`config.mk`:
```
export PLATFORM = sky130hd
export DESIGN_NAME = apc_channel
export DESIGN_NICKNAME = d
export VERILOG_FILES = /design/src/apc_pkg.sv /design/src/apc_channel.sv
export SDC_FILE = /design/constraint.sdc
export NUM_CORES = 2
export LEC_CHECK = 0
export BUFFER_PORTS_ARGS = -buffer_cell sky130_fd_sc_hd__buf_4
export CAP_MARGIN = 20
export CORE_MARGIN = 3
export CORE_UTILIZATION = 65
export DETAILED_ROUTE_END_ITERATION = 8
export PLACE_DENSITY_LB_ADDON = 0.2
export SLEW_MARGIN = 20
export SYNTH_ARGS = -nofsm -noshare
export SYNTH_HDL_FRONTEND = slang
export SYNTH_SLANG_ARGS = --single-unit
```
`constraint.sdc`:
```
create_clock -name clk -period 6.85 [get_ports clk]
set_input_delay 0.3425 -clock clk [delete_from_list [all_inputs] [get_ports clk]]
set_output_delay 0.3425 -clock clk [all_outputs]
set_load 0.02 [all_outputs]
```
`src/apc_pkg.sv`:
```
// Package for the arithmetic pixel composite core: widths, register codes,
// the stage count, shared types and the two 256-entry color conversion ROMs.
// No dependencies.
`default_nettype none

package apc_pkg;

    localparam int COEF_W     = 24;
    localparam int CFG_IDX_W  = 3;
    localparam int PIXEL_W    = 32;
    localparam int CHAN_W     = 8;
    localparam int NUM_CHAN   = PIXEL_W / CHAN_W;

    // Register stages per channel; stage 0 is the input register.
    localparam int APC_STAGES = 8;

    // Datapath widths
    localparam int XK_W   = COEF_W + CHAN_W + 1;   // k2*x, k3*y
    localparam int SUM_W  = XK_W + 1;              // k2*x + k3*y
    localparam int PROD_W = COEF_W + 2 * CHAN_W + 1; // k1*x*y
    localparam int ACC_W  = 43;                    // n minus the k4 term
    localparam int BIAS_W = 42;                    // 2*65025*k4 + den
    localparam int T_W    = ACC_W + 2;             // 2n + den
    localparam int QSHIFT = 17;                    // 2*den = 2^17 * 255

    localparam int unsigned BIAS_MULT = 130050;    // 2 * 255 * 255
    localparam int unsigned ROUND_DEN = 16711680;  // 255 * 65536
    localparam int unsigned U_LIMIT   = 65280;     // 256 * 255

    typedef enum logic [CFG_IDX_W-1:0] {
        CFG_COEF_PRODUCT = 3'd0,
        CFG_COEF_FIRST   = 3'd1,
        CFG_COEF_SECOND  = 3'd2,
        CFG_COEF_OFFSET  = 3'd3,
        CFG_LINEAR_MODE  = 3'd4
    } cfg_index_t;

    typedef logic [APC_STAGES-1:0] stage_en_t;

    typedef struct packed {
        logic signed [COEF_W-1:0] k1;
        logic signed [COEF_W-1:0] k2;
        logic signed [COEF_W-1:0] k3;
        logic signed [BIAS_W-1:0] bias;
    } coef_t;

    localparam logic [7:0] SRGB_TO_LIN [256] = '{
        8'd0,8'd0,8'd0,8'd0,8'd0,8'd0,8'd0,8'd1,8'd1,8'd1,8'd1,8'd1,8'd1,8'd1,8'd1,8'd1,
        8'd1,8'd1,8'd2,8'd2,8'd2,8'd2,8'd2,8'd2,8'd2,8'd2,8'd3,8'd3,8'd3,8'd3,8'd3,8'd3,
        8'd4,8'd4,8'd4,8'd4,8'd4,8'd5,8'd5,8'd5,8'd5,8'd6,8'd6,8'd6,8'd6,8'd7,8'd7,8'd7,
        8'd8,8'd8,8'd8,8'd8,8'd9,8'd9,8'd9,8'd10,8'd10,8'd10,8'd11,8'd11,8'd12,8'd12,8'd12,
        8'd13,
        8'd13,8'd13,8'd14,8'd14,8'd15,8'd15,8'd16,8'd16,8'd17,8'd17,8'd17,8'd18,8'd18,
        8'd19,8'd19,8'd20,
        8'd20,8'd21,8'd22,8'd22,8'd23,8'd23,8'd24,8'd24,8'd25,8'd25,8'd26,8'd27,8'd27,
        8'd28,8'd29,8'd29,
        8'd30,8'd30,8'd31,8'd32,8'd32,8'd33,8'd34,8'd35,8'd35,8'd36,8'd37,8'd37,8'd38,
        8'd39,8'd40,8'd41,
        8'd41,8'd42,8'd43,8'd44,8'd45,8'd45,8'd46,8'd47,8'd48,8'd49,8'd50,8'd51,8'd51,
        8'd52,8'd53,8'd54,
        8'd55,8'd56,8'd57,8'd58,8'd59,8'd60,8'd61,8'd62,8'd63,8'd64,8'd65,8'd66,8'd67,
        8'd68,8'd69,8'd70,
        8'd71,8'd72,8'd73,8'd74,8'd76,8'd77,8'd78,8'd79,8'd80,8'd81,8'd82,8'd84,8'd85,
        8'd86,8'd87,8'd88,
        8'd90,8'd91,8'd92,8'd93,8'd95,8'd96,8'd97,8'd99,8'd100,8'd101,8'd103,8'd104,8'd105,
        8'd107,8'd108,8'd109,
        8'd111,8'd112,8'd114,8'd115,8'd116,8'd118,8'd119,8'd121,8'd122,8'd124,8'd125,8'd127,
        8'd128,8'd130,8'd131,8'd133,
        8'd134,8'd136,8'd138,8'd139,8'd141,8'd142,8'd144,8'd146,8'd147,8'd149,8'd151,8'd152,
        8'd154,8'd156,8'd157,8'd159,
        8'd161,8'd163,8'd164,8'd166,8'd168,8'd170,8'd171,8'd173,8'd175,8'd177,8'd179,8'd181,
        8'd183,8'd184,8'd186,8'd188,
        8'd190,8'd192,8'd194,8'd196,8'd198,8'd200,8'd202,8'd204,8'd206,8'd208,8'd210,8'd212,
        8'd214,8'd216,8'd218,8'd220,
        8'd222,8'd224,8'd226,8'd229,8'd231,8'd233,8'd235,8'd237,8'd239,8'd242,8'd244,8'd246,
        8'd248,8'd250,8'd253,8'd255
    };

    localparam logic [7:0] LIN_TO_SRGB [256] = '{
        8'd0,8'd13,8'd22,8'd28,8'd34,8'd38,8'd42,8'd46,8'd50,8'd53,8'd56,8'd59,8'd61,8'd64,
        8'd66,8'd69,
        8'd71,8'd73,8'd75,8'd77,8'd79,8'd81,8'd83,8'd85,8'd86,8'd88,8'd90,8'd92,8'd93,8'd95,
        8'd96,8'd98,
        8'd99,8'd101,8'd102,8'd104,8'd105,8'd106,8'd108,8'd109,8'd110,8'd112,8'd113,8'd114,
        8'd115,8'd117,8'd118,8'd119,
        8'd120,8'd121,8'd122,8'd124,8'd125,8'd126,8'd127,8'd128,8'd129,8'd130,8'd131,8'd132,
        8'd133,8'd134,8'd135,8'd136,
        8'd137,8'd138,8'd139,8'd140,8'd141,8'd142,8'd143,8'd144,8'd145,8'd146,8'd147,8'd148,
        8'd148,8'd149,8'd150,8'd151,
        8'd152,8'd153,8'd154,8'd155,8'd155,8'd156,8'd157,8'd158,8'd159,8'd159,8'd160,8'd161,
        8'd162,8'd163,8'd163,8'd164,
        8'd165,8'd166,8'd167,8'd167,8'd168,8'd169,8'd170,8'd170,8'd171,8'd172,8'd173,8'd173,
        8'd174,8'd175,8'd175,8'd176,
        8'd177,8'd178,8'd178,8'd179,8'd180,8'd180,8'd181,8'd182,8'd182,8'd183,8'd184,8'd185,
        8'd185,8'd186,8'd187,8'd187,
        8'd188,8'd189,8'd189,8'd190,8'd190,8'd191,8'd192,8'd192,8'd193,8'd194,8'd194,8'd195,
        8'd196,8'd196,8'd197,8'd197,
        8'd198,8'd199,8'd199,8'd200,8'd200,8'd201,8'd202,8'd202,8'd203,8'd203,8'd204,8'd205,
        8'd205,8'd206,8'd206,8'd207,
        8'd208,8'd208,8'd209,8'd209,8'd210,8'd210,8'd211,8'd212,8'd212,8'd213,8'd213,8'd214,
        8'd214,8'd215,8'd215,8'd216,
        8'd216,8'd217,8'd218,8'd218,8'd219,8'd219,8'd220,8'd220,8'd221,8'd221,8'd222,8'd222,
        8'd223,8'd223,8'd224,8'd224,
        8'd225,8'd226,8'd226,8'd227,8'd227,8'd228,8'd228,8'd229,8'd229,8'd230,8'd230,8'd231,
        8'd231,8'd232,8'd232,8'd233,
        8'd233,8'd234,8'd234,8'd235,8'd235,8'd236,8'd236,8'd237,8'd237,8'd238,8'd238,8'd238,
        8'd239,8'd239,8'd240,8'd240,
        8'd241,8'd241,8'd242,8'd242,8'd243,8'd243,8'd244,8'd244,8'd245,8'd245,8'd246,8'd246,
        8'd246,8'd247,8'd247,8'd248,
        8'd248,8'd249,8'd249,8'd250,8'd250,8'd251,8'd251,8'd251,8'd252,8'd252,8'd253,8'd253,
        8'd254,8'd254,8'd255,8'd255
    };

endpackage

`default_nettype wire

```
`src/apc_channel.sv`:
```
// One 8-bit channel of the arithmetic composite: eight register stages from
// the input pair to the rounded, clamped and optionally re-encoded result.
// Depends on apc_pkg; stage enables come from the top level.
`default_nettype none

module apc_channel (
    input  wire logic                       clk,
    input  wire apc_pkg::stage_en_t         en,
    input  wire apc_pkg::coef_t             coef,
    input  wire logic                       use_lin,
    input  wire logic [apc_pkg::CHAN_W-1:0] x_in,
    input  wire logic [apc_pkg::CHAN_W-1:0] y_in,
    output logic      [apc_pkg::CHAN_W-1:0] res_out
);
    import apc_pkg::*;

    // stage 0: input, sRGB to linear
    logic [CHAN_W-1:0]        x_reg, x_next;
    logic [CHAN_W-1:0]        y_reg, y_next;
    // stage 1: partial products
    logic [2*CHAN_W-1:0]      xy_reg, xy_next;
    logic signed [XK_W-1:0]   k2x_reg, k2x_next;
    logic signed [XK_W-1:0]   k3y_reg, k3y_next;
    // stage 2: k1*x*y and the linear sum
    logic signed [PROD_W-1:0] m1_reg, m1_next;
    logic signed [SUM_W-1:0]  s_reg, s_next;
    // stage 3: accumulate
    logic signed [ACC_W-1:0]  acc_reg, acc_next;
    // stage 4: 2n + den
    logic signed [T_W-1:0]    t_reg, t_next;
    // stage 5: saturation flags and quotient estimate
    logic                     lo_reg, lo_next;
    logic                     hi_reg, hi_next;
    logic [15:0]              u_reg, u_next;
    logic [CHAN_W-1:0]        qe_reg, qe_next;
    // stage 6: corrected, clamped value
    logic [CHAN_W-1:0]        q_reg, q_next;
    // stage 7: output register
    logic [CHAN_W-1:0]        out_reg, out_next;

    logic [T_W-QSHIFT-2:0]    u_full;
    logic [23:0]              u257;
    logic [15:0]              qe255;
    logic [16:0]              rem;
    logic [CHAN_W-1:0]        q_corr;

    always_comb
    begin
        x_next   = use_lin ? SRGB_TO_LIN[x_in] : x_in;
        y_next   = use_lin ? SRGB_TO_LIN[y_in] : y_in;

        xy_next  = x_reg * y_reg;
        k2x_next = coef.k2 * $signed({1'b0, x_reg});
        k3y_next = coef.k3 * $signed({1'b0, y_reg});

        m1_next  = coef.k1 * $signed({1'b0, xy_reg});
        s_next   = SUM_W'(k2x_reg) + SUM_W'(k3y_reg);

        // m1 + 255*s
        acc_next = ACC_W'(m1_reg) + (ACC_W'(s_reg) <<< 8) - ACC_W'(s_reg);

        t_next   = $signed({acc_reg[ACC_W-1], acc_reg, 1'b0}) + T_W'(coef.bias);

        // floor(t / (2*den)) = floor((t >> 17) / 255) for t >= 0
        u_full   = t_reg[T_W-2:QSHIFT];
        lo_next  = t_reg[T_W-1];
        hi_next  = !t_reg[T_W-1]
                   && ((|u_full[T_W-QSHIFT-2:16]) || (u_full[15:0] >= 16'(U_LIMIT)));
        u_next   = u_full[15:0];
        // u*257/65536 is u/255 or one below it
        u257     = (24'(u_full[15:0]) << 8) + 24'(u_full[15:0]);
        qe_next  = u257[23:16];

        qe255    = (16'(qe_reg) << 8) - 16'(qe_reg);
        rem      = {1'b0, u_reg} - {1'b0, qe255};
        q_corr   = qe_reg + CHAN_W'(rem >= 17'd255);
        if (lo_reg)
        begin
            q_next = '0;
        end
        else if (hi_reg)
        begin
            q_next = '1;
        end
        else
        begin
            q_next = q_corr;
        end

        out_next = use_lin ? LIN_TO_SRGB[q_reg] : q_reg;
    end

    always_ff @(posedge clk)
    begin
        if (en[0])
        begin
            x_reg <= x_next;
            y_reg <= y_next;
        end
        if (en[1])
        begin
            xy_reg  <= xy_next;
            k2x_reg <= k2x_next;
            k3y_reg <= k3y_next;
        end
        if (en[2])
        begin
            m1_reg <= m1_next;
            s_reg  <= s_next;
        end
        if (en[3])
        begin
            acc_reg <= acc_next;
        end
        if (en[4])
        begin
            t_reg <= t_next;
        end
        if (en[5])
        begin
            lo_reg <= lo_next;
            hi_reg <= hi_next;
            u_reg  <= u_next;
            qe_reg <= qe_next;
        end
        if (en[6])
        begin
            q_reg <= q_next;
        end
        if (en[7])
        begin
            out_reg <= out_next;
        end
    end

    assign res_out = out_reg;

endmodule

`default_nettype wire

```
==> impl_results.md <==
- Outcome: complete, no violations
- Sink Count: 286
- CP peak stage delay: 0.57 ns
- Core Footprint: 76,200 um^2
- Crit path kind: register to register
- Row count: 101
- Crit end category: register
- Hold depth: 1
- Post-synth EDFFs: 286
- Synthesized cell area: 50,200 um^2
- Hold Path Class: input port to register
- Mean post-synth cell area: 9.03 um^2
- Initial core utilization: 0.658
- Asr flop ratio synth: 0
- Sequential element share of the synthesized area: 0.171
- Critical path arrival: 6.89 ns
- Total area of sequential cells: 8590 um^2
- Synth Net Count: 6,902
- Clock buffer depth: 3
- Initial antenna violation count: 5
- Overflow after GRT: 0
- CTS Buf Count: 36
- Clk_skew: 0.0211 ns
- Hold Fails Final Rpt: 0
- Critical path's slowest cell: fa_1
- Multi-input combinational cell area: 36,500 um^2
- CP most frequent cell: fa_1
- Wirelength, routed: 115,000 um
- Setup TNS: 0 ns
- Clk Latency, worst-skew pair: 0.55 ns
- Register bit total from synthesis: 286
- DRC viols: 0
- Pin count of the biggest net entering global routing: 76
- Max FFs per register: 43
- Min Hold Slack: 0.0727 ns
- Top FF cell, synth: edfxtp_1
- WP data required: 7.15 ns
- Slew HR: 0.244
- Die height: 284 um
- Yosys cell types: 83
- I/O pins: 148
- Final Util: 0.702
- Hpwl dp: 91,400 um
- CP Buf/Inv Count: 6
- CTS tree: yes
- Wirelength per Cell: 17.4 um
- DIE AREA: 80,500 um^2
- Starting DRT DRC Count: 2,918
- Crit-path max FO: 13
- Worst r2r path cells: 23
- Count of pins over their slew limit: 0
- Final setup violation count: 0
- First-pass GRT wire length: 194,000 um
- Layout cell share with drive strength beyond 1: 0.0540
- CP top delay family: adder cells
- Gpl congestion: 0.931
- Synth Instances: 5,554
- Fmax: 152 MHz
- Critical Path, Cell by Cell: buf_12 > buf_4 > and2_1 > fa_1 > inv_1 > fa_1 > fa_1 > fa_1 > inv_1 > fa_1 > inv_1 > fa_1 > inv_1 > ha_1 > nand3_1 > or3b_2 > o21ai_2 > a21oi_1 > o21ai_1 > a21oi_1 > a21oi_1 > o22ai_1 > xnor2_1
- CP Depth: 23
- Drt pass-1 iters: 7
- Vias in the first global route: 39,500
- Die width: 284 um
- Fin nets: 6,931
- Via/cell ratio: 5.74
- Port Buffers: 146
- CTS Root Cell: clkbuf_16
- Fin crit period: 6.58 ns
- Yosys warns: 0
- Clock-pin slew on the worst setup and hold paths: 0.06 ns
- DR vias: 38,200
- H-tree depth: 2
- Slew @ Worst Pin: 1.13 ns
- Worst setup SP type: register
- Detail Route Antenna Nets: 0
- Max cap viols: 0
- Filler instances: 5,851
- Global Route Usage Sum: 0.293
- Final Cycle Share: 0.961
- Hold_buf cts: 0
- Area grow syn2layout: 6.59%
==> layout by cell type (no fill, tap or decap), types with 88 or more instances in the layout <==
cell,instances
inv_1,1122
fa_1,749
nand2_1,589
ha_1,459
and2_1,440
a21oi_1,304
edfxtp_1,286
nor2_1,228
buf_4,195
o21ai_0,191
xnor2_1,164
a21o_1,88
==> synthesized netlist by cell type, types with 14 or more instances <==
library cell	n	share of area
a21o_1	88	0.013
nand2b_1	49	0.0061
o22ai_1	19	0.0024
buf_1	16	0.0012
nor2_1	228	0.017
and3_1	18	0.0022
nor3_1	45	0.0045
fa_1	749	0.30
a31oi_1	32	0.0040
xor2_1	67	0.012
ha_1	459	0.11
inv_1	1122	0.084
xnor2_1	164	0.029
o31ai_1	21	0.0031
o21a_1	30	0.0045
nor4_1	14	0.0017
o21bai_1	31	0.0046
nand3_1	58	0.0058
edfxtp_1	286	0.17
mux4_2	14	0.0063
o211ai_1	34	0.0051
nor2b_1	32	0.0040
a211oi_1	50	0.0075
o21ai_0	191	0.019
nand4_1	23	0.0029
a21oi_1	304	0.030
nand2_1	589	0.044
clkbuf_1	192	0.014
and2_1	440	0.055
==> worst paths after layout <==
check                           slack [ns]  startpoint         end
worst max register to register        0.27   xy_reg[6]  m1_reg[39]
worst min register to register        0.48   t_reg[24]    u_reg[7]
worst max-delay path                  0.27   xy_reg[6]  m1_reg[39]
worst min-delay path                  0.07       en[6]    q_reg[3]
==> layout make-up <==
| cell class | instances | area share |
|---|---|---|
| multi-input combinational | 3925 | 0.683 |
| clock buffer | 37 | 0.0169 |
| inverter | 1128 | 0.0792 |
| tap | 1030 | 0.0241 |
| timing repair buffer | 206 | 0.0313 |
| sequential | 286 | 0.161 |
| antenna | 6 | 0.000281 |
| clock inverter | 28 | 0.00438 |
==> repair_timing <==
action                                  4_1_cts  5_1_grt
setup buffers                                 0        7
endpoints found under the setup margin        0       12
gates resized for setup                       0        4
==> kinds of logic (layout without fill, tap and decap cells) <==
kind of cell / Yosys count / after routing / synth area share
AND/OR/NAND/NOR: 1522 / 1522 / 0.147
buffers and inverters: 1343 / 1399 / 0.101
adder cells (fa/ha/maj): 1208 / 1208 / 0.413
AO/OA/AOI/OAI: 939 / 939 / 0.119
flip-flops: 286 / 286 / 0.171
XOR/XNOR: 231 / 231 / 0.0403
multiplexers: 25 / 25 / 0.00853
other: 0 / 6 / 0
==> routing by layer <==
metal | routed length [um] | global-route usage
met2 | 58600 | 0.519
met3 | 7230 | 0.0332
met5 | 28 | 0
met4 | 3830 | 0.0969
met1 | 45600 | 0.376
==> stage by stage <==
stage | worst slack, ns | cell area [um^2] | cells
CTS | 0.00786 | 53300 | 6631
global placement | 0.132 | 52200 | 6566
global route | -0.0501 | 53400 | 6641
finish | 0.266 | 53500 | 6646
detailed placement | 0.0472 | 52200 | 6566
floorplan | 0.724 | 50200 | 5554
Power is not shown: default switching activity piles up to over one toggle a cycle in this logic, so the estimate is an artifact.
